`config.mk`:
```
export PLATFORM = sky130hd
export DESIGN_NAME = glyph_coverage_pixel_blend
export DESIGN_NICKNAME = d
export VERILOG_FILES = /design/src/rtl/gcpb_pkg.sv /design/src/rtl/gcpb_window.sv /design/src/rtl/gcpb_blend.sv /design/src/rtl/glyph_coverage_pixel_blend.sv
export VERILOG_INCLUDE_DIRS = /design/src /design/src/rtl
export SDC_FILE = /design/constraint.sdc
export NUM_CORES = 1
export LEC_CHECK = 0
export BUFFER_PORTS_ARGS = -buffer_cell sky130_fd_sc_hd__buf_2
export CELL_PAD_IN_SITES_DETAIL_PLACEMENT = 1
export CELL_PAD_IN_SITES_GLOBAL_PLACEMENT = 1
export CORE_UTILIZATION = 50
export DETAILED_ROUTE_END_ITERATION = 7
export HOLD_SLACK_MARGIN = 0.05
export PLACE_DENSITY = 0.81
export RECOVER_POWER = 100
export SLEW_MARGIN = 0
export SYNTH_ARGS = -nofsm -noshare
export SYNTH_HDL_FRONTEND = slang
export SYNTH_HIERARCHICAL = 1
export SYNTH_SLANG_ARGS = --single-unit
```
`constraint.sdc`:
```
create_clock -name aclk -period 16.05 [get_ports aclk]
set_clock_uncertainty 0.1 [all_clocks]
set_input_delay 1.605 -clock aclk [delete_from_list [all_inputs] [get_ports aclk]]
set_output_delay 1.605 -clock aclk [all_outputs]
set_load 0.02 [all_outputs]
```
`src/rtl/assert_macros.svh`:
```
// Assertion macros shared by the glyph blend RTL.
`ifndef ASSERT_MACROS_SVH
`define ASSERT_MACROS_SVH

// Checks that a property holds at every clock edge outside reset.
`define GCPB_CHECK(label, prop, msg) \
    label: assert property (@(posedge aclk) disable iff (!aresetn) (prop)) else $error(msg);

// Checks that a condition in one cycle implies an expression in the next.
`define GCPB_CHECK_NEXT(label, cond, expr, msg) \
    label: assert property (@(posedge aclk) disable iff (!aresetn) (cond) |=> (expr)) \
        else $error(msg);

`endif

```
`src/rtl/gcpb_pkg.sv`:
```
// Types and constants shared by the glyph coverage pixel blend modules.
package gcpb_pkg;

    localparam int COV_W      = 8;
    localparam int PIXEL_W    = 32;
    localparam int COLOR_W    = 24;
    localparam int SPREAD_W   = 4;
    localparam int CFG_IDX_W  = 3;
    localparam int CFG_DATA_W = 32;

    // Largest spread the register can express.
    localparam int SPREAD_TAPS = (1 << SPREAD_W) - 1;

    localparam logic [PIXEL_W-1:0] ZERO_BASE_PIXEL = 32'h8080_8080;
    localparam logic [7:0]         CHANNEL_MAX     = 8'hFF;
    localparam logic [SPREAD_W-1:0] SPREAD_RESET   = 4'd1;

    typedef enum logic [CFG_IDX_W-1:0] {
        CFG_FG_COLOR  = 3'd0,
        CFG_BG_SAMPLE = 3'd1,
        CFG_FULL_BG   = 3'd2,
        CFG_EMBOLDEN  = 3'd3,
        CFG_SPREAD    = 3'd4
    } cfg_index_t;

    typedef struct packed {
        logic [COLOR_W-1:0]  fg_color;
        logic [PIXEL_W-1:0]  bg_sample;
        logic                full_bg;
        logic                embolden;
        logic [SPREAD_W-1:0] spread;
    } cfg_t;

endpackage

```
`src/rtl/gcpb_window.sv`:
```
// Coverage history window of one glyph row and the embolden maximum over it.
`include "assert_macros.svh"

module gcpb_window #(
    parameter int MAX_SPREAD = 15
) (
    input  logic                     aclk,
    input  logic                     aresetn,
    input  logic                     advance,
    input  logic [gcpb_pkg::COV_W-1:0] coverage,
    input  logic                     row_start,
    input  gcpb_pkg::cfg_t           cfg,
    output logic [gcpb_pkg::COV_W-1:0] eff_coverage
);
    import gcpb_pkg::*;

    localparam int NTAP   = (MAX_SPREAD < SPREAD_TAPS) ? MAX_SPREAD : SPREAD_TAPS;
    localparam int LEAVES = SPREAD_TAPS + 1;

    logic [COV_W-1:0] window_reg [MAX_SPREAD];
    logic [COV_W-1:0] tap        [SPREAD_TAPS];
    logic [COV_W-1:0] node       [1:2*LEAVES-1];

    for (genvar k = 0; k < SPREAD_TAPS; k++) begin : g_tap
        if (k < NTAP) begin : g_used
            assign tap[k] = window_reg[k];
        end else begin : g_unused
            assign tap[k] = '0;
        end
    end

    // Binary max tree: leaf 0 is the current byte, the others are masked taps.
    always_comb begin
        node[LEAVES] = coverage;
        for (int k = 1; k < LEAVES; k++) begin
            node[LEAVES+k] = (cfg.embolden && !row_start &&
                              (SPREAD_W'(k - 1) < cfg.spread)) ? tap[k-1] : '0;
        end
        for (int k = LEAVES - 1; k >= 1; k--) begin
            node[k] = (node[2*k] > node[2*k+1]) ? node[2*k] : node[2*k+1];
        end
    end

    assign eff_coverage = node[1];

    always_ff @(posedge aclk) begin
        if (!aresetn) begin
            for (int i = 0; i < MAX_SPREAD; i++) begin
                window_reg[i] <= '0;
            end
        end else if (advance) begin
            for (int i = 1; i < MAX_SPREAD; i++) begin
                window_reg[i] <= row_start ? '0 : window_reg[i-1];
            end
            window_reg[0] <= coverage;
        end
    end

    `GCPB_CHECK_NEXT(a_window_newest, advance, window_reg[0] == $past(coverage),
        "newest window entry does not hold the last coverage byte")
    `GCPB_CHECK(a_eff_not_below_cov, !advance || (eff_coverage >= coverage),
        "effective coverage is below the current coverage byte")

endmodule

```
`src/rtl/gcpb_blend.sv`:
```
// Blends the foreground color into the base pixel by the effective coverage.
module gcpb_blend (
    input  logic [gcpb_pkg::COV_W-1:0]   eff_coverage,
    input  logic [gcpb_pkg::PIXEL_W-1:0] dest_pixel,
    input  gcpb_pkg::cfg_t               cfg,
    output logic                         write_pixel,
    output logic [gcpb_pkg::PIXEL_W-1:0] pixel_out
);
    import gcpb_pkg::*;

    // Moves one channel toward the foreground by diff * cov / 256, rounded toward zero.
    function automatic logic [7:0] blend_chan(input logic [7:0] base,
                                              input logic [7:0] fg,
                                              input logic [7:0] cov);
        logic signed [9:0]  diff;
        logic signed [18:0] prod;
        logic signed [18:0] q;
        diff = $signed({2'b00, fg}) - $signed({2'b00, base});
        prod = 19'(diff) * 19'($signed({1'b0, cov}));
        if (prod < 0) begin
            q = (prod + 19'sd255) >>> 8;
        end else begin
            q = prod >>> 8;
        end
        return base + q[7:0];
    endfunction

    logic [PIXEL_W-1:0] base_sel;
    logic [PIXEL_W-1:0] base;
    logic [8:0]         alpha_sum;
    logic [7:0]         alpha;

    always_comb begin
        base_sel  = cfg.full_bg ? dest_pixel : cfg.bg_sample;
        base      = (base_sel == '0) ? ZERO_BASE_PIXEL : base_sel;
        alpha_sum = {1'b0, base[31:24]} + {1'b0, eff_coverage};
        alpha     = alpha_sum[8] ? CHANNEL_MAX : alpha_sum[7:0];
        write_pixel = (eff_coverage != '0);
        if (write_pixel) begin
            pixel_out = {alpha,
                         blend_chan(base[23:16], cfg.fg_color[23:16], eff_coverage),
                         blend_chan(base[15:8],  cfg.fg_color[15:8],  eff_coverage),
                         blend_chan(base[7:0],   cfg.fg_color[7:0],   eff_coverage)};
        end else begin
            pixel_out = '0;
        end
    end

endmodule

```
`src/rtl/glyph_coverage_pixel_blend.sv`:
```
// Top level of the antialiased glyph coverage to ARGB8888 pixel blend.
//
// Each input word carries one glyph coverage byte, the destination pixel and a
// row start flag; each result word carries a write flag and the blended pixel.
// Both channels use valid and ready. The configuration port is a plain write
// port (cfg_wen, cfg_index, cfg_wdata); the user must write it only while the
// block is idle, which it does not enforce. An accepted word is registered in
// the input register, its result in the result register on advance, raising
// m_valid. The window maximum and the three channel multipliers sit between the
// input register and the result register, which sustains one word per cycle
// unless stalled. When the receiver stalls, the result register holds and the
// input register still takes one more word; s_ready then drops until the result
// drains. Reset clears both stages, the coverage window and all configuration
// registers (spread returns to one). The window keeps the last MAX_SPREAD
// coverage bytes of the current row; row_start forgets them before use.
`include "assert_macros.svh"

module glyph_coverage_pixel_blend #(
    parameter int MAX_SPREAD = 15
) (
    input  logic                            aclk,
    input  logic                            aresetn,
    input  logic                            cfg_wen,
    input  logic [gcpb_pkg::CFG_IDX_W-1:0]  cfg_index,
    input  logic [gcpb_pkg::CFG_DATA_W-1:0] cfg_wdata,
    input  logic                            s_valid,
    output logic                            s_ready,
    input  logic [gcpb_pkg::COV_W-1:0]      s_coverage,
    input  logic [gcpb_pkg::PIXEL_W-1:0]    s_dest_pixel,
    input  logic                            s_row_start,
    output logic                            m_valid,
    input  logic                            m_ready,
    output logic                            m_write_pixel,
    output logic [gcpb_pkg::PIXEL_W-1:0]    m_pixel_out
);
    import gcpb_pkg::*;

    cfg_t               cfg_reg;
    logic               in_valid_reg;
    logic [COV_W-1:0]   cov_reg;
    logic [PIXEL_W-1:0] dest_reg;
    logic               row_start_reg;
    logic               out_valid_reg;
    logic               write_reg;
    logic [PIXEL_W-1:0] pixel_reg;

    logic               advance;
    logic [COV_W-1:0]   eff_coverage;
    logic               write_next;
    logic [PIXEL_W-1:0] pixel_next;

    assign advance = in_valid_reg && (!out_valid_reg || m_ready);
    assign s_ready = !in_valid_reg || advance;

    always_ff @(posedge aclk) begin
        if (!aresetn) begin
            cfg_reg.fg_color  <= '0;
            cfg_reg.bg_sample <= '0;
            cfg_reg.full_bg   <= 1'b0;
            cfg_reg.embolden  <= 1'b0;
            cfg_reg.spread    <= SPREAD_RESET;
        end else if (cfg_wen) begin
            unique case (cfg_index)
                CFG_FG_COLOR:  cfg_reg.fg_color  <= cfg_wdata[COLOR_W-1:0];
                CFG_BG_SAMPLE: cfg_reg.bg_sample <= cfg_wdata[PIXEL_W-1:0];
                CFG_FULL_BG:   cfg_reg.full_bg   <= cfg_wdata[0];
                CFG_EMBOLDEN:  cfg_reg.embolden  <= cfg_wdata[0];
                CFG_SPREAD:    cfg_reg.spread    <= cfg_wdata[SPREAD_W-1:0];
                default: begin
                end
            endcase
        end
    end

    always_ff @(posedge aclk) begin
        if (!aresetn) begin
            in_valid_reg <= 1'b0;
        end else if (s_ready) begin
            in_valid_reg <= s_valid;
        end
    end

    always_ff @(posedge aclk) begin
        if (s_valid && s_ready) begin
            cov_reg       <= s_coverage;
            dest_reg      <= s_dest_pixel;
            row_start_reg <= s_row_start;
        end
    end

    gcpb_window #(
        .MAX_SPREAD(MAX_SPREAD)
    ) u_window (
        .aclk        (aclk),
        .aresetn     (aresetn),
        .advance     (advance),
        .coverage    (cov_reg),
        .row_start   (row_start_reg),
        .cfg         (cfg_reg),
        .eff_coverage(eff_coverage)
    );

    gcpb_blend u_blend (
        .eff_coverage(eff_coverage),
        .dest_pixel  (dest_reg),
        .cfg         (cfg_reg),
        .write_pixel (write_next),
        .pixel_out   (pixel_next)
    );

    always_ff @(posedge aclk) begin
        if (!aresetn) begin
            out_valid_reg <= 1'b0;
        end else if (advance) begin
            out_valid_reg <= 1'b1;
        end else if (m_ready) begin
            out_valid_reg <= 1'b0;
        end
    end

    always_ff @(posedge aclk) begin
        if (advance) begin
            write_reg <= write_next;
            pixel_reg <= pixel_next;
        end
    end

    assign m_valid       = out_valid_reg;
    assign m_write_pixel = write_reg;
    assign m_pixel_out   = pixel_reg;

    `GCPB_CHECK(a_no_write_zero_pixel, !(m_valid && !m_write_pixel) || (m_pixel_out == '0),
        "skipped pixel carries a nonzero value")
    `GCPB_CHECK(a_write_alpha_nonzero, !(m_valid && m_write_pixel) || (m_pixel_out[31:24] != '0),
        "written pixel has zero alpha")
    `GCPB_CHECK_NEXT(a_held_word_kept, in_valid_reg && !advance, in_valid_reg,
        "stalled input word was dropped")

endmodule
```
### After elaboration in Yosys (flattened, before gate mapping)

Memory sizes are Yosys's and may differ from the RTL's.
Cells that the tools add are included.

| storage, ports and cells | value |
|---|---|
| word-level logic and storage cells | 184 |
| memories | 1 |
| bits in registers | 138 |
| memory bits (writable) | 120 |
| output and inout port bits | 35 |

| operators by class | value |
|---|---|
| bitwise logic cells | 15 |
| reduce and logical (&&, ||, !) cells | 32 |
| multiply operators | 3 |
| muxes and demuxes | 74 |
| $lt $le $gt $ge | 33 |
| equal/unequal tests | 4 |
| add/sub/neg operators | 10 |

Memory list:

| memory | depth | bits a word | rd ports | clocked after Yosys merged registers in | write ports | line | text |
|---|---|---|---|---|---|---|---|
| u_window.window_reg | 15 | 8 | 15 | 0 | 15 | gcpb_window.sv:20 | `logic [COV_W-1:0] window_reg [MAX_SPREAD];` |

Operators by type and width:

| cell | number |
|---|---|
| two-way mux 8 bit | 66 |
| > comparator 8 bit | 15 |
| two-way mux 32 bit | 2 |
| less-than comparator 18 x 1 -> 1 bit (second input constant) | 3 |
| multiplier 9 x 9 -> 18 bit | 3 |
| adder 16 x 9 -> 16 bit (second input constant) | 3 |
| logical NOT 32 bit | 1 |
| less-than comparator 4 bit (first input constant) | 7 |
| subtractor 8 x 8 -> 9 bit | 3 |
| adder 8 bit | 3 |
| logical AND 1 bit | 18 |
| less-than comparator 3 x 4 -> 1 bit (first input constant) | 4 |
| OR 1 bit | 15 |
| AND reduction 2 bit | 5 |
| adder 8 x 8 -> 9 bit | 1 |
| less-than comparator 1 x 4 -> 1 bit (first input constant) | 2 |
| less-than comparator 2 x 4 -> 1 bit (first input constant) | 2 |
| nonzero test 8 bit | 1 |
| == test 3 x 2 -> 1 bit (second input constant) | 2 |
| two-way mux 1 bit | 6 |
| == test 3 x 1 -> 1 bit (second input constant) | 1 |
| == test 3 bit (second input constant) | 1 |
| logical NOT 1 bit | 3 |
| logical NOT 3 bit | 1 |
| 2 further kinds | 3 |

### Depth between registers and ports, before layout

Gate-level depths: netlist of run 1.

| logic depth | value |
|---|---|
| depth after elaboration | 17 |
| gate-level depth with buffers | 76 |
| gate-level depth less buffers | 72 |

### By module

Netlist of run 1, hierarchy kept.

Modules (own cells, without submodules):

| module | times used | area an instance (µm²) | cells each |
|---|---|---|---|
| gcpb_blend | 1 | 11908.9 | 1473 |
| gcpb_window | 1 | 9163.8 | 1030 |
| glyph_coverage_pixel_blend | 1 | 4707.0 | 326 |

### Worst setup path before layout of run 1

OpenSTA, ideal clock, no wires.

| path | value |
|---|---|
| kind | register to register |
| from | register row_start_reg |
| to | register pixel_reg[15] (netlist: m_pixel_out[15]), data pin |
| path buffers | 4 |
| period minus slack after synthesis | 14.578 ns |
| cell stages (with the launch flop) | 68 |
| setup slack | 1.472 ns |
| arrival time | 14.212 ns |
| cells stage by stage | edfxtp_1 > and4b_1 > nor2b_1 > clkbuf_1 > nand2_1 > ha_1 > nor2b_1 > a211o_1 > a311o_1 > a21oi_4 > nor2_1 > o21ai_0 > inv_1 > ha_1 > and4_1 > nand2_1 > o31ai_2 > a41oi_2 > (+32 left out) > ha_1 > o21ai_1 > o211ai_1 > a31oi_1 > o21ai_1 > mux2i_2 > nand2_1 > nor3_1 > xnor2_1 > ha_1 > nand3_1 > o211ai_1 > nor4_1 > nor3_1 > xnor3_1 > xor2_1 > xnor2_1 > nor2_1 |

| on the way | value |
|---|---|
| word-level cells in the longest chain between the ends | 17 |
| elaborated cells on any way between the ends | 69 |
| those cells by class | 2 x add/sub; 1 x mul; 16 x order compare; 32 x mux; 18 x reduce/logical |

RTL lines:

| element | line | text |
|---|---|---|
| start: declaration | glyph_coverage_pixel_blend.sv:42 | `logic row_start_reg;` |
| start signal: assignment | glyph_coverage_pixel_blend.sv:87 | `row_start_reg <= s_row_start;` |
| logical NOT 1 bit * | gcpb_window.sv:36 | `node[LEAVES+k] = (cfg.embolden && !row_start &&` |
| logical AND 1 bit * | gcpb_window.sv:36 |  |
| logical AND 1 bit | gcpb_window.sv:36 |  |
| two-way mux 8 bit | gcpb_window.sv:37 | `(SPREAD_W'(k - 1) < cfg.spread)) ? tap[k-1] : '0;` |
| > comparator 8 bit | gcpb_window.sv:40 | `node[k] = (node[2*k] > node[2*k+1]) ? node[2*k] : node[2*k+1];` |
| two-way mux 8 bit | gcpb_window.sv:40 |  |
| > comparator 8 bit | gcpb_window.sv:40 |  |
| two-way mux 8 bit | gcpb_window.sv:40 |  |
| (+2 left out) | -- |  |
| > comparator 8 bit | gcpb_window.sv:40 |  |
| two-way mux 8 bit * | gcpb_window.sv:40 |  |
| named net eff_coverage[1] | glyph_coverage_pixel_blend.sv:48 | `logic [COV_W-1:0] eff_coverage;` |
| multiplier 9 x 9 -> 18 bit | gcpb_blend.sv:19 | `prod = 19'(diff) * 19'($signed({1'b0, cov}));` |
| adder 16 x 9 -> 16 bit or less-than comparator 18 x 1 -> 1 bit (tied branches) | gcpb_blend.sv:21, gcpb_blend.sv:20 |  |
| two-way mux 8 bit | gcpb_blend.sv:20 | `if (prod < 0) begin` |
| two-way mux 8 bit | gcpb_blend.sv:39 | `if (write_pixel) begin` |
| adder 8 bit | gcpb_blend.sv:25 | `return base + q[7:0];` |
| end signal: assignment | glyph_coverage_pixel_blend.sv:124 | `pixel_reg <= pixel_next;` |
| end: declaration | glyph_coverage_pixel_blend.sv:45 | `logic [PIXEL_W-1:0] pixel_reg;` |

The timed path passes the listed nets; every way through them passes the cells marked *. The select of a mux whose other input is x is not followed.
A chain may end at the register's enable or synchronous reset.

### Worst setup path in the final report of run 1

| path | value |
|---|---|
| from | register row_start_reg |
| to | register pixel_reg[23] (netlist: m_pixel_out[23]), data pin |

The elaborated chain is that of the path after synthesis.

==> results.md, run 1 <==
- The number of antenna-violating nets in the routed design is 0.
- The number of unique standard cell types used by synthesis is between 90 and 100.
- The checks that failed: max-capacitance violations, max-slew violations.
- The die covers ~0.052 mm^2.
- The number of cells on the worst hold path is 2.
- The critical path data arrival time is 15.81 ns.
- The origin of the critical flop-to-flop path is row_start_reg$_DFFE_PP_.
- The total area inside the core boundary comes to 0.0505 mm^2.
- In this run, synthesis inferred approximately 150 flip-flops with an integrated enable.
- In this run the worst path has a maximum fanout of 15.
- By area the synthesized netlist is led by sky130_fd_sc_hd__edfxtp_1 (18%), sky130_fd_sc_hd__fa_1 (15%), sky130_fd_sc_hd__ha_1 (14%).
- The clock period could shrink to 15.46 ns.
- The die is roughly 230 um tall.
- The number of max-slew violations in the final report is between 400 and 500.
- The cell type with the largest total area after synthesis is sky130_fd_sc_hd__edfxtp_1.
- The number of sinks driven by the clock tree is between 200 and 300.
- For this block, wires on met1 add up to 32800 um.
- For this run, the leading register cell type out of synthesis is sky130_fd_sc_hd__edfxtp_1.
- The critical path capture point type is a register.
- The total via count after detailed routing is around 21000.
- Relative to the synthesized area, the layout overhead comes to 10.6%.
- A synthesized cell averages approximately 9.1 um^2.
- The port buffer count is around 120.
- The number of diodes is 0.
- The TritonCTS clock tree is done.
- The maximum number of pins on one net before global-route repair is approximately 110.
- The launching element type of the critical path is a register.
- The net count of the mapped netlist is 3377.
- The share of synthesized area in the top cell type comes to 0.179.
- The setup-violating endpoint count in the final report is 0.
- The global route total overflow is 0.
- The worst max-slew margin expressed relative to the limit is -1.96.
- For the pin with the worst max-slew slack, the measured transition is 4.43 ns.
- CTS placed an instance of sky130_fd_sc_hd__clkbuf_16 at the clock tree root.
- The share of synthesized area occupied by flip-flops and latches is 0.260.
- For this block, the initial DRC count from the detailed router was 985.
- Clock-pin slew was measured on the worst setup and hold paths at 0.07 ns.
- The number of maximum-capacitance constraint violations is 9.
- The number of buffers created by CTS is 31.
- In this run the worst hold path is classified as register to register.
- The global-route total usage across every layer is 0.285.
- Leaving out fill and tap cells, the most frequent cells in the layout are sky130_fd_sc_hd__inv_1 (452), sky130_fd_sc_hd__nand2_1 (343), sky130_fd_sc_hd__ha_1 (280).
- The type of the worst setup path is register to register.
- The worst reg-to-reg path cell count is 63.
- The uppermost metal layer occupied by signal nets is met5.
- The number of nets at the end of the flow is 3497.
- The largest single stage delay on the critical path is 0.57 ns.
- During synthesis, Yosys emitted a total of 6 warnings.
- The sum of routed wire length over all layers is 74900 um.
- The longest clock path from root to sink contains 3 buffers.
- The worst hold path terminates at cfg_reg[46]$_SDFFE_PN0P_.
- The share of layout cells above drive strength 1 is 0.0918.
- The cell area after technology mapping is 0.0258 mm^2.
- The vias per cell is 5.68.
- In this run the register-to-register setup slack is 0.59 ns.
- The remaining design rule violation count is 0.
- The hold violation total from the final report is 0.
- The maximum level of the CTS H-tree is 1.
- The met3 routed wirelength is 3210 um.
- The highest-delay cell along the critical path is sky130_fd_sc_hd__mux2i_1.
- Derived from the worst setup path, the maximum achievable clock frequency is 64.7 MHz.
- The die is 229 um wide.
- The endpoint of the most critical register-to-register path is m_pixel_out[23]$_DFFE_PP_.
- 116 I/O pins were placed.
- The most common cell type on the critical path is sky130_fd_sc_hd__ha_1.
- After detailed routing, the met2 layer carries approximately 37000 um of wire.
- The register with the most flip-flops in the layout has 120 of them.
- The final estimated routing congestion in global placement is 0.870.
- The share of synthesized registers carrying an async set or reset is 0.
- The sum of net half-perimeters after detailed placement is 59800 um.
- Synthesis handed over a netlist of 2829 instances.
- The startpoint identified for the worst hold timing path is cfg_reg[46]$_SDFFE_PN0P_.
- For this run, the detailed router's first-pass iteration total came to 5.
- For the worst setup path, the data required time is 16.40 ns.
- The commonest non-fill, non-tap cell in the layout is sky130_fd_sc_hd__inv_1.
- The flow ran to the end, but the final reports show violations.
- Prior to clock tree synthesis, the placed netlist has a worst setup slack of -0.331 ns.
- The final worst-path cycle share is 0.963.
- The first-pass GRT wire length is 119000 um.
- Buffers inserted to repair hold after CTS numbered 0.
- The initial utilization of the core area, before any placement, comes to 0.511.
- The via count of the first global-routing pass came to 22400.
- The final setup slack of the worst path is 0.589 ns.
- Row generation in the floorplan step produced 82 rows.
- Clock latency on the worst-skew pair, taken at its later pin, is 0.60 ns.
- The number of flip-flops and latches in the synthesized netlist is 258.
- The initial antenna violation count is 1.
- The number of filler cells placed in the layout is 5924.
- In the final routed layout, each cell accounts on average for between 20 and 25 um.
==> routing by layer <==
layer  vias to the layer above  track usage
met5                         -            0
met4                         2       0.0696
met3                       109       0.0326
met2                       450        0.507
met1                     10500        0.367
li1                       9684            -
==> cell usage after synthesis (4+ instances only) <==
cell and n:
sky130_fd_sc_hd__a2111oi_0 6, sky130_fd_sc_hd__a211o_1 7, sky130_fd_sc_hd__a211oi_1 6, sky130_fd_sc_hd__a21boi_0 6, sky130_fd_sc_hd__a21o_1 47, sky130_fd_sc_hd__a21oi_1 114
sky130_fd_sc_hd__a22o_1 45, sky130_fd_sc_hd__a31oi_1 12, sky130_fd_sc_hd__and2_1 166, sky130_fd_sc_hd__and3_1 20, sky130_fd_sc_hd__buf_1 6, sky130_fd_sc_hd__buf_2 8
sky130_fd_sc_hd__buf_4 4, sky130_fd_sc_hd__clkbuf_1 67, sky130_fd_sc_hd__dfxtp_1 104, sky130_fd_sc_hd__edfxtp_1 154, sky130_fd_sc_hd__fa_1 187, sky130_fd_sc_hd__ha_1 280
sky130_fd_sc_hd__inv_1 452, sky130_fd_sc_hd__maj3_1 4, sky130_fd_sc_hd__mux2_2 23, sky130_fd_sc_hd__mux2i_1 115, sky130_fd_sc_hd__nand2_1 347, sky130_fd_sc_hd__nand2b_1 24
sky130_fd_sc_hd__nand3_1 60, sky130_fd_sc_hd__nand3b_1 6, sky130_fd_sc_hd__nand4_1 18, sky130_fd_sc_hd__nor2_1 105, sky130_fd_sc_hd__nor2b_1 65, sky130_fd_sc_hd__nor3_1 36
sky130_fd_sc_hd__nor4_1 14, sky130_fd_sc_hd__o2111ai_1 6, sky130_fd_sc_hd__o211ai_1 8, sky130_fd_sc_hd__o21a_1 16, sky130_fd_sc_hd__o21ai_0 83, sky130_fd_sc_hd__o21ai_1 6
sky130_fd_sc_hd__o21bai_1 5, sky130_fd_sc_hd__o22ai_1 6, sky130_fd_sc_hd__or3_1 7, sky130_fd_sc_hd__or4_1 4, sky130_fd_sc_hd__xnor2_1 59, sky130_fd_sc_hd__xor2_1 34
==> how the worst max path moves through the flow <==
stage / from / slack (ns) / end
after global routing: row_start_reg$_DFFE_PP_ / -0.08 / m_pixel_out[7]$_DFFE_PP_
after detailed placement: row_start_reg$_DFFE_PP_ / -0.33 / m_pixel_out[23]$_DFFE_PP_
final: row_start_reg$_DFFE_PP_ / 0.59 / m_pixel_out[23]$_DFFE_PP_
after floorplan: row_start_reg$_DFFE_PP_ / 1.47 / m_pixel_out[15]$_DFFE_PP_
after CTS: row_start_reg$_DFFE_PP_ / 0.02 / m_pixel_out[7]$_DFFE_PP_
after global placement: row_start_reg$_DFFE_PP_ / 0.35 / m_pixel_out[23]$_DFFE_PP_
==> worst max-delay path, delay by kind of cell (launching register included) <==
kind            cells  cell delay, ns
mux                 2            0.77
simple gates       14            2.20
xor+xnor            3            0.68
buf+inv             8            1.04
compound gates     26            6.64
flops               1            0.45
fa+ha+maj          10            3.40
==> what timing repair did <==
action / in CTS / in global routing
hold endpoints to repair: 0 / 0
buffers inserted: 4 / 17
pin swaps: 2 / 9
setup endpoints to repair: 5 / 15
gates resized for setup: 5 / 44
==> stage by stage <==
stage                     setup TNS, ns   util  std cells  area [um^2]  hold slack (ns)
final                                 0  0.565       3646        28500            0.372
after global routing             -0.187  0.565       3646        28500            0.394
after CTS                             0  0.561       3629        28300            0.372
after detailed placement         -0.845  0.539       3567        27200            0.359
after global placement                0  0.539       3567        27200            0.341
after floorplan                       0      -       2829        25800            0.332
==> final cells by class <==
type / count / area (um^2) / share of cell area
sequential: 258 / 6710 / 0.235
tap: 672 / 841 / 0.0295
inverter: 453 / 1700 / 0.0596
multi-input combinational: 2029 / 17200 / 0.603
timing repair buffer: 176 / 980 / 0.0343
clock inverter: 20 / 287 / 0.0100
clock buffer: 38 / 802 / 0.0281
==> logic make-up after synthesis <==
kind of cell | Yosys count | synth area share
multiplexers | 142 | 0.0569
AND/OR/NAND/NOR | 900 | 0.174
adder cells (fa/ha/maj) | 471 | 0.283
flip-flops | 258 | 0.260
AO/OA/AOI/OAI | 422 | 0.112
buffers and inverters | 542 | 0.0817
XOR/XNOR | 94 | 0.0325
Power of run 1 is not shown: default switching activity piles up to over one toggle a cycle in this logic, so the estimate is an artifact.
==> run 2: changes to the inputs <==
--- a/config.mk
+++ b/config.mk
@@ -6,16 +6,16 @@
 export SDC_FILE = /design/constraint.sdc
 export NUM_CORES = 1
 export LEC_CHECK = 0
+export ABC_AREA = 1
 export BUFFER_PORTS_ARGS = -buffer_cell sky130_fd_sc_hd__buf_2
 export CELL_PAD_IN_SITES_DETAIL_PLACEMENT = 1
 export CELL_PAD_IN_SITES_GLOBAL_PLACEMENT = 1
-export CORE_UTILIZATION = 50
+export CORE_UTILIZATION = 43
 export DETAILED_ROUTE_END_ITERATION = 7
 export HOLD_SLACK_MARGIN = 0.05
-export PLACE_DENSITY = 0.81
+export PLACE_DENSITY = 0.76
 export RECOVER_POWER = 100
 export SLEW_MARGIN = 0
 export SYNTH_ARGS = -nofsm -noshare
 export SYNTH_HDL_FRONTEND = slang
-export SYNTH_HIERARCHICAL = 1
 export SYNTH_SLANG_ARGS = --single-unit
==> constraint.sdc (replaced) <==
create_clock -name aclk -period 12.88 [get_ports aclk]
set_clock_uncertainty 0.1 [all_clocks]
set_input_delay 1.288 -clock aclk [delete_from_list [all_inputs] [get_ports aclk]]
set_output_delay 1.288 -clock aclk [all_outputs]
set_load 0.02 [all_outputs]
==> results.md, run 2 <==
- The final setup slack of the worst path came to -1.86 ns (was 0.589 ns).
- The total via count after detailed routing was 26800 (was 20700).
- The number of detailed-routing iterations run before antenna repair is 6 (was 5).
- Violated checks: max-capacitance violations, max-slew violations, negative setup slack (was max-capacitance violations, max-slew violations).
- The number of DRC violations after detailed-routing iteration 0 was 2397 (was 985).
- The final worst-path cycle share is 1.14 (was 0.963).
- The port buffer count is 115 (unchanged).
- Setup repair after global routing could not meet its margin everywhere.
- The maximum number of pins on one net before global-route repair is 111 (was 112).
- The maximum buffer depth of the clock tree is 3 (unchanged).
- The share of synthesized registers carrying an async set or reset is 0 (unchanged).
- The number of flip-flops and latches in the synthesized netlist is 258 (unchanged).
- The width of the chip is 243 um (was 229 um).
- The number of enable flip-flop cells after synthesis was 154 (unchanged).
- The endpoint with the worst hold slack is cfg_reg[35]$_SDFFE_PN0P_ (was cfg_reg[46]$_SDFFE_PN0P_).
- The top fanout value on the critical path is 8 (was 15).
- The setup-violating endpoint count in the final report is 24 (was 0).
- The critical path data arrival time is 15.00 ns (was 15.81 ns).
- The area growth from synthesis to final layout was 37.0% (was 10.6%).
- The clock edge transition at the registers on the reported setup and hold paths is 0.07 ns (about the same).
- Cell types with the highest counts after synthesis: sky130_fd_sc_hd__inv_1 (662), sky130_fd_sc_hd__nor2_1 (475), sky130_fd_sc_hd__nand2_1 (473) (was sky130_fd_sc_hd__inv_1 (452), sky130_fd_sc_hd__nand2_1 (347), sky130_fd_sc_hd__ha_1 (280)).
- The top achievable clock speed is 67.9 MHz (was 64.7 MHz).
- The number of instances in the synthesized netlist was 3154 (was 2829).
- The height of the die is 243 um (was 229 um).
- Largest cells by area after synthesis: sky130_fd_sc_hd__edfxtp_1 (19%), sky130_fd_sc_hd__fa_1 (15%), sky130_fd_sc_hd__ha_1 (14%) (was sky130_fd_sc_hd__edfxtp_1 (18%), sky130_fd_sc_hd__fa_1 (15%), sky130_fd_sc_hd__ha_1 (14%)).
- The sum of routed wire length over all layers came to 119000 um (was 74900 um).
- The floorplan die area came to 0.0589 mm^2 (was 0.0525 mm^2).
- The hold violation total from the final report is 0 (unchanged).
- The vias per cell is 5.80 (was 5.68).
- The worst max-slew margin expressed relative to the limit is -1.76 (was -1.96).
- The commonest non-fill, non-tap cell in the layout is sky130_fd_sc_hd__inv_1 (unchanged).
- The worst path required time came to 13.14 ns (was 16.40 ns).
- The source-to-sink clock delay at the later pin of the worst-skew pair came to 0.61 ns (was 0.60 ns).
- The sequential cell area was 0.00671 mm^2 (about the same).
- The via count of the first global-routing pass is 27800 (was 22400).
- The share of layout cells above drive strength 1 is 0.328 (was 0.0918).
- The number of cells on the worst hold path is 2 (unchanged).
- Most frequent cells in the layout: sky130_fd_sc_hd__inv_1 (599), sky130_fd_sc_hd__buf_4 (529), sky130_fd_sc_hd__nor2_1 (409) (was sky130_fd_sc_hd__inv_1 (452), sky130_fd_sc_hd__nand2_1 (343), sky130_fd_sc_hd__ha_1 (280)).
- The launching element type of the critical path is a register (unchanged).
- The final estimated routing congestion in global placement is 0.936 (was 0.870).
- The global route total overflow came to 0 (unchanged).
- The share of synthesized area occupied by flip-flops and latches was 0.269 (was 0.260).
- The first-pass GRT wire length was 150000 um (was 119000 um).
- The cell area after technology mapping came to 0.0249 mm^2 (was 0.0258 mm^2).
- The most instantiated flip-flop cell in the synthesis netlist is sky130_fd_sc_hd__edfxtp_1 (unchanged).
- The number of filler cells placed in the layout is 6788 (was 5924).
- The transition time of the tightest slew-check pin is 4.13 ns (was 4.43 ns).
- The number of warning messages in the yosys log is 0 (was 6).
- The total negative slack is -21.69 ns (was 0 ns).
- The endpoint of the most critical register-to-register path was m_pixel_out[23]$_SDFFCE_PN0P_ (was m_pixel_out[23]$_DFFE_PP_).
- The hold path startpoint is cfg_reg[35]$_SDFFE_PN0P_ (was cfg_reg[46]$_SDFFE_PN0P_).
- The most instantiated library cell after synthesis is sky130_fd_sc_hd__inv_1 (unchanged).
- The maximum level of the CTS H-tree is 2 (was 1).
- The cell type with the largest total area after synthesis is sky130_fd_sc_hd__edfxtp_1 (unchanged).
- The initial antenna violation count is 12 (was 1).
- The I/O pin count is 116 (unchanged).
- The root buffer selected by CTS is sky130_fd_sc_hd__clkbuf_16 (unchanged).
- The remaining design rule violation count was 0 (unchanged).
- The number of max-slew violations in the final report is 360 (was 418).
- The number of sinks driven by the clock tree came to 258 (unchanged).
- The row count is 87 (was 82).
- The critical path capture point type is a register (unchanged).
- The flip-flop count of the largest register after layout is 120 (unchanged).
- The global-route total usage across every layer came to 0.324 (was 0.285).
- The TritonCTS clock tree was done (unchanged).
- The number of maximum-capacitance constraint violations came to 6 (was 9).
- The highest-delay cell along the critical path is sky130_fd_sc_hd__fa_1 (was sky130_fd_sc_hd__mux2i_1).
- The worst min-delay path category is register to register (unchanged).
- The total area of multi-input combinational cells was 0.0175 mm^2 (was 0.0172 mm^2).
- The number of buffers created by CTS came to 35 (was 31).
- The type of the worst setup path is register to register (unchanged).
- The net count of the mapped netlist is 3692 (was 3377).
- The starting density of the core was 0.438 (was 0.511).
- The time the final worst path needs with I/O delays and setup is 14.74 ns (was 15.46 ns).
- The number of antenna-violating nets in the routed design is 0 (unchanged).
- The worst stage delay on the critical path is 0.93 ns (was 0.57 ns).
- The sum of net half-perimeters after detailed placement came to 68000 um (was 59800 um).
- The number of nets at the end of the flow came to 4370 (was 3497).
- The number of unique standard cell types used by synthesis came to 58 (was 96).
- The area share of the largest cell type after synthesis is 0.186 (was 0.179).
- Outcome: finished with violations (unchanged).
- The core region area came to 0.0568 mm^2 (was 0.0505 mm^2).
- The post-detailed-route wirelength per cell was 25.8 um (was 20.5 um).
- The synthesized area per cell is 7.90 um^2 (was 9.11 um^2).
- The most common cell type on the critical path is sky130_fd_sc_hd__nand2_1 (was sky130_fd_sc_hd__ha_1).
- The worst setup slack for register-to-register paths is -1.86 ns (was 0.59 ns).
- The origin of the critical flop-to-flop path is row_start_reg$_DFFE_PP_ (unchanged).
- The worst reg-to-reg path cell count came to 92 (was 63).
run 2: cell count changes after synthesis, sizes merged, moves of 65 or more:
cell / previous run / this run
and2: 166 / 2
inv: 453 / 667
mux2i: 117 / 6
nand2: 347 / 506
nor2: 105 / 506
nor2b: 65 / 0
o21ai: 90 / 212
run 2: worst max path at each step:
| stage | start | end | slack [ns] | depth (start not counted) |
|---|---|---|---|---|
| 2_1_floorplan | row_start_reg$_DFFE_PP_ | m_pixel_out[23]$_SDFFCE_PN0P_ | 0.02 | 85 |
| 3_3_place_gp | cfg_reg[1]$_SDFFE_PN0P_ | m_pixel_out[7]$_SDFFCE_PN0P_ | -0.66 | 84 |
| 3_5_place_dp | cfg_reg[1]$_SDFFE_PN0P_ | m_pixel_out[7]$_SDFFCE_PN0P_ | -1.39 | 86 |
| 4_1_cts | row_start_reg$_DFFE_PP_ | m_pixel_out[7]$_SDFFCE_PN0P_ | -0.21 | 82 |
| 5_1_grt | cfg_reg[3]$_SDFFE_PN0P_ | m_pixel_out[23]$_SDFFCE_PN0P_ | -2.18 | 89 |
| 6_report | row_start_reg$_DFFE_PP_ | m_pixel_out[23]$_SDFFCE_PN0P_ | -1.86 | 92 |
run 2: timing repair:
action / 4_1_cts / 5_1_grt
hold buffers: 0 / 0
setup buffers: 74 / 55
gates resized for setup: 336 / 325
pin swaps: 107 / 197
endpoints found under the setup margin: 22 / 24
gates cloned: 8 / 3
run 2: metrics by stage:
stage,util,area (um^2),instances,worst slack [ns],hold slack (ns)
floorplan,-,24900,3154,0.0212,0.325
global placement,0.520,29600,4413,-0.659,0.336
detailed placement,0.520,29600,4413,-1.39,0.354
CTS,0.571,32400,4556,-0.211,0.360
global route,0.600,34100,4614,-2.18,0.385
finish,0.601,34100,4619,-1.86,0.358
run 2: logic make-up (layout without fill, tap and decap cells):
group	after synthesis	after routing	share of synthesized area
adders and majority gates	457	457	0.286
other	0	5	0
AOI/OAI and AO/OA	441	442	0.100
buffers and inverters	746	1444	0.118
DFF	258	258	0.269
and+or+nand+nor	1164	1169	0.196
xor gates and xnor gates	82	82	0.0288
muxes	6	6	0.00241
run 2: critical path: cells and delay by family, from the launching register on:
family | cells | cell delay (ns)
AND/OR/NAND/NOR | 43 | 5.08
flip-flops | 1 | 0.44
XOR/XNOR | 3 | 0.54
buffers and inverters | 21 | 2.10
adder cells (fa/ha/maj) | 10 | 3.89
AO/OA/AOI/OAI | 15 | 2.30
run 2: final cells by class:
type                       instances  area share
clock buffer                      43      0.0283
timing repair inverter             2    0.000477
timing repair buffer             709       0.155
multi-input combinational       2156       0.512
tap                              756      0.0277
sequential                       258       0.197
clock inverter                    20     0.00447
inverter                         670      0.0756
antenna                            5    0.000367
run 2: per-layer routing:
metal	share of wire	GRT usage
met1	0.36	0.383
met5	0.0011	0
met4	0.080	0.139
met2	0.47	0.574
met3	0.087	0.0567
Power of run 2 is left out for the same reason.
==> run 3: changes to the inputs <==
--- a/config.mk
+++ b/config.mk
@@ -6,14 +6,13 @@
 export SDC_FILE = /design/constraint.sdc
 export NUM_CORES = 1
 export LEC_CHECK = 0
-export ABC_AREA = 1
 export BUFFER_PORTS_ARGS = -buffer_cell sky130_fd_sc_hd__buf_2
 export CELL_PAD_IN_SITES_DETAIL_PLACEMENT = 1
 export CELL_PAD_IN_SITES_GLOBAL_PLACEMENT = 1
-export CORE_UTILIZATION = 43
+export CORE_UTILIZATION = 45
 export DETAILED_ROUTE_END_ITERATION = 7
 export HOLD_SLACK_MARGIN = 0.05
-export PLACE_DENSITY = 0.76
+export PLACE_DENSITY = 0.77
 export RECOVER_POWER = 100
 export SLEW_MARGIN = 0
 export SYNTH_ARGS = -nofsm -noshare
==> results.md, run 3 <==
- Outcome: finished with violations (unchanged).
- Violated checks: max-capacitance violations, max-slew violations, negative setup slack (unchanged).
- The most instantiated flip-flop cell in the synthesis netlist is sky130_fd_sc_hd__edfxtp_1 (unchanged).
- The number of cells on the worst hold path is 2 (unchanged).
- The number of buffers inserted by hold repair at cts is 0 (unchanged).
- The number of buffers created by CTS is 34 (was 35).
- The critical path capture point type is a register (unchanged).
- The maximum buffer depth of the clock tree is 3 (unchanged).
- The endpoint with the worst hold slack was cfg_reg[33]$_SDFFE_PN0P_ (was cfg_reg[35]$_SDFFE_PN0P_).
- The number of sinks driven by the clock tree is 258 (unchanged).
- The maximum level of the CTS H-tree came to 2 (unchanged).
- The top achievable clock speed is 58.7 MHz (was 67.9 MHz).
- The type of the worst setup path was register to register (unchanged).
- The starting density of the core is 0.458 (was 0.438).
- The hold path startpoint is cfg_reg[33]$_SDFFE_PN0P_ (was cfg_reg[35]$_SDFFE_PN0P_).
- The launching element type of the critical path is a register (unchanged).
- The clock edge transition at the registers on the reported setup and hold paths is 0.07 ns (about the same).
- Largest cells by area after synthesis: sky130_fd_sc_hd__edfxtp_1 (18%), sky130_fd_sc_hd__fa_1 (15%), sky130_fd_sc_hd__ha_1 (13%) (was sky130_fd_sc_hd__edfxtp_1 (19%), sky130_fd_sc_hd__fa_1 (15%), sky130_fd_sc_hd__ha_1 (14%)).
- The width of the chip was 240 um (was 243 um).
- The first-pass GRT wire length came to 166000 um (was 150000 um).
- The flip-flop count of the largest register after layout is 120 (unchanged).
- The initial antenna violation count is 15 (was 12).
- The most common cell type on the critical path is sky130_fd_sc_hd__a21o_1 (was sky130_fd_sc_hd__nand2_1).
- The top fanout value on the critical path came to 7 (was 8).
- The remaining design rule violation count is 0 (unchanged).
- The number of detailed-routing iterations run before antenna repair is 6 (unchanged).
- The number of instances in the synthesized netlist is 2801 (was 3154).
- The final setup slack of the worst path is -4.15 ns (was -1.86 ns).
- Cell types with the highest counts after synthesis: sky130_fd_sc_hd__inv_1 (425), sky130_fd_sc_hd__nand2_1 (386), sky130_fd_sc_hd__ha_1 (270) (was sky130_fd_sc_hd__inv_1 (662), sky130_fd_sc_hd__nor2_1 (475), sky130_fd_sc_hd__nand2_1 (473)).
- The endpoint of the most critical register-to-register path is m_pixel_out[23]$_SDFFCE_PN0P_ (unchanged).
- The number of flip-flops and latches in the synthesized netlist is 258 (unchanged).
- The setup-violating endpoint count in the final report came to 24 (unchanged).
- The origin of the critical flop-to-flop path is row_start_reg$_DFFE_PP_ (unchanged).
- The share of layout cells above drive strength 1 is 0.389 (was 0.328).
- The commonest non-fill, non-tap cell in the layout is sky130_fd_sc_hd__buf_4 (was sky130_fd_sc_hd__inv_1).
- The maximum VDD drop is roughly 0.35 mV.
- The maximum number of pins on one net before global-route repair is 113 (was 111).
- The worst reg-to-reg path cell count is 72 (was 92).
- The number of unique standard cell types used by synthesis is 95 (was 58).
- The worst min-delay path category is register to register (unchanged).
- For this design the ratio of total power to cell area is 299 mW/mm^2.
- The utilization of the core after routing is 0.668 (was 0.601).
- The worst setup slack for register-to-register paths came to -4.15 ns (was -1.86 ns).
- The root buffer selected by CTS is sky130_fd_sc_hd__clkbuf_16 (unchanged).
- The instance count after placement with tap cells included is 4217 (was 4413).
- The transition time of the tightest slew-check pin is 4.80 ns (was 4.13 ns).
- The vias per cell was 6.33 (was 5.80).
- The number of antenna-violating nets in the routed design came to 0 (unchanged).
- The hold violation total from the final report was 0 (unchanged).
- The cell area after technology mapping came to 0.0254 mm^2 (was 0.0249 mm^2).
- The net count of the mapped netlist is 3339 (was 3692).
- In this run the static leakage power is around 18 nW.
- The final estimated routing congestion in global placement was 0.918 (was 0.936).
- The total via count after detailed routing is 28400 (was 26800).
- Most frequent cells in the layout: sky130_fd_sc_hd__buf_4 (749), sky130_fd_sc_hd__inv_1 (385), sky130_fd_sc_hd__nand2_1 (323) (was sky130_fd_sc_hd__inv_1 (599), sky130_fd_sc_hd__buf_4 (529), sky130_fd_sc_hd__nor2_1 (409)).
- The TritonCTS clock tree was done (unchanged).
- The sum of routed wire length over all layers is 142000 um (was 119000 um).
- The critical path data arrival time is 17.33 ns (was 15.00 ns).
- Unrepaired setup endpoints after global routing: yes (unchanged).
- The number of DRC violations after detailed-routing iteration 0 was 2693 (was 2397).
- The number of nets at the end of the flow was 4239 (was 4370).
- The global-route total usage across every layer is 0.378 (was 0.324).
- The port buffer count was 115 (unchanged).
- The count of non-filler cells in the finished layout was 4483 (was 4619).
- The global route total overflow was 0 (unchanged).
- The worst path required time is 13.19 ns (was 13.14 ns).
- The area growth from synthesis to final layout is 45.8% (was 37.0%).
- The synthesized area per cell is 9.08 um^2 (was 7.90 um^2).
- The number of max-slew violations in the final report is 380 (was 360).
- The area share of the largest cell type after synthesis is 0.182 (was 0.186).
- The area after detailed placement was 0.0318 mm^2 (was 0.0296 mm^2).
- The share of synthesized registers carrying an async set or reset was 0 (unchanged).
- The height of the die is 240 um (was 243 um).
- The number of enable flip-flop cells after synthesis is 154 (unchanged).
- The row count is 86 (was 87).
- The cell type with the largest total area after synthesis is sky130_fd_sc_hd__edfxtp_1 (unchanged).
- The core region area came to 0.0555 mm^2 (was 0.0568 mm^2).
- The worst stage delay on the critical path came to 1.23 ns (was 0.93 ns).
- The most instantiated library cell after synthesis was sky130_fd_sc_hd__inv_1 (unchanged).
- The worst max-slew margin expressed relative to the limit was -2.20 (was -1.76).
- The highest-delay cell along the critical path was sky130_fd_sc_hd__nor3_1 (was sky130_fd_sc_hd__fa_1).
- The number of maximum-capacitance constraint violations is 8 (was 6).
- The post-detailed-route wirelength per cell is 31.8 um (was 25.8 um).
- The share of synthesized area occupied by flip-flops and latches is 0.264 (was 0.269).
- The sum of net half-perimeters after detailed placement is 69500 um (was 68000 um).
- The I/O pin count is 116 (unchanged).
- The number of warning messages in the yosys log is 0 (unchanged).
- The via count of the first global-routing pass is 29000 (was 27800).
- The post-route cell area is 0.0371 mm^2 (was 0.0341 mm^2).
- The source-to-sink clock delay at the later pin of the worst-skew pair came to 0.58 ns (was 0.61 ns).
- The floorplan die area is 0.0575 mm^2 (was 0.0589 mm^2).
- The time the final worst path needs with I/O delays and setup is 17.03 ns (was 14.74 ns).
- The final worst-path cycle share is 1.32 (was 1.14).
-- run 3: cell count changes in the layout (fill, tap and decap cells not counted), moves of 57 or more --
cell	before	now
sky130_fd_sc_hd__and2_1	1	81
sky130_fd_sc_hd__inv_1	599	385
sky130_fd_sc_hd__a21o_1	5	66
sky130_fd_sc_hd__a21boi_0	1	58
sky130_fd_sc_hd__nor2_2	75	15
sky130_fd_sc_hd__nor2_1	409	105
sky130_fd_sc_hd__buf_4	529	749
sky130_fd_sc_hd__nand2_1	391	323
sky130_fd_sc_hd__and2_0	0	61
sky130_fd_sc_hd__o21ai_0	121	20
-- run 3: cell type report --
class / instances / area, um^2
diodes: 8 / 20.0
clock buffers: 46 / 977
clock inverters: 16 / 104
fillers: 6205 / 18400
inverters: 426 / 1610
multi-input cells: 2032 / 19500
flip-flops and latches: 258 / 6720
well taps: 748 / 936
repair buffers: 949 / 7200
-- run 3: report_power, final --
group          switching (W)  internal (W)  leakage [nW]  total [W]
Clock               0.000442      0.000537         0.526   0.000979
Combinational        0.00491       0.00409          14.8    0.00901
Sequential         0.0000444       0.00106          2.41    0.00110
Total                0.00540       0.00569          17.7     0.0111
-- run 3: cell families (layout without fill, tap and decap cells) --
group	Yosys count	in the layout	share of synthesized area
AOI/OAI and AO/OA	468	468	0.130
xor gates and xnor gates	126	126	0.0434
adders and majority gates	459	459	0.281
buffers and inverters	511	1437	0.0774
DFF	258	258	0.264
muxes	83	83	0.0346
other	0	8	0
and+or+nand+nor	896	896	0.171
-- run 3: per-layer routing --
layer | track usage | wire (um) | up-vias
met5 | 0 | 69 | -
met1 | 0.412 | 46800 | 13900
met2 | 0.687 | 66200 | 2232
met4 | 0.220 | 15600 | 12
li1 | - | - | 11100
met3 | 0.0657 | 13800 | 1147
-- run 3: critical path: cells and delay by family (launching register included) --
family | cells | cell delay [ns]
AOI/OAI and AO/OA | 29 | 5.41
and+or+nand+nor | 16 | 4.46
adders and majority gates | 10 | 3.60
buffers and inverters | 11 | 1.35
xor gates and xnor gates | 4 | 0.86
muxes | 2 | 0.56
DFF | 1 | 0.46
-- run 3: repair_timing --
item	4_1_cts	5_1_grt
gates resized for setup	305	303
buffers inserted	114	98
cloned	2	2
setup endpoints to repair	24	24
pin swaps	183	180
-- run 3: worst max path at each step --
stage                     slack, ns                    start                            end
after floorplan               -1.34  row_start_reg$_DFFE_PP_  m_pixel_out[23]$_SDFFCE_PN0P_
after global placement        -2.02  cfg_reg[3]$_SDFFE_PN0P_  m_pixel_out[23]$_SDFFCE_PN0P_
after detailed placement      -2.59  cfg_reg[1]$_SDFFE_PN0P_  m_pixel_out[23]$_SDFFCE_PN0P_
after CTS                     -1.64  row_start_reg$_DFFE_PP_  m_pixel_out[15]$_SDFFCE_PN0P_
after global routing          -4.44  row_start_reg$_DFFE_PP_  m_pixel_out[23]$_SDFFCE_PN0P_
final                         -4.15  row_start_reg$_DFFE_PP_  m_pixel_out[23]$_SDFFCE_PN0P_
-- run 3: metrics by stage --
| step | hold WS (ns) | setup slack [ns] | power (W) | TNS [ns] |
|---|---|---|---|---|
| after CTS | 0.367 | -1.64 | 0.00906 | -19.80 |
| final | 0.370 | -4.15 | 0.0111 | -67.47 |
| after detailed placement | 0.360 | -2.59 | 0.00747 | -40.20 |
| after global routing | 0.398 | -4.44 | 0.0114 | -74.56 |
| after global placement | 0.348 | -2.02 | 0.00703 | -25.60 |
| after floorplan | 0.341 | -1.34 | 0.00481 | -8.66 |
(Power assumes the default switching activity.)
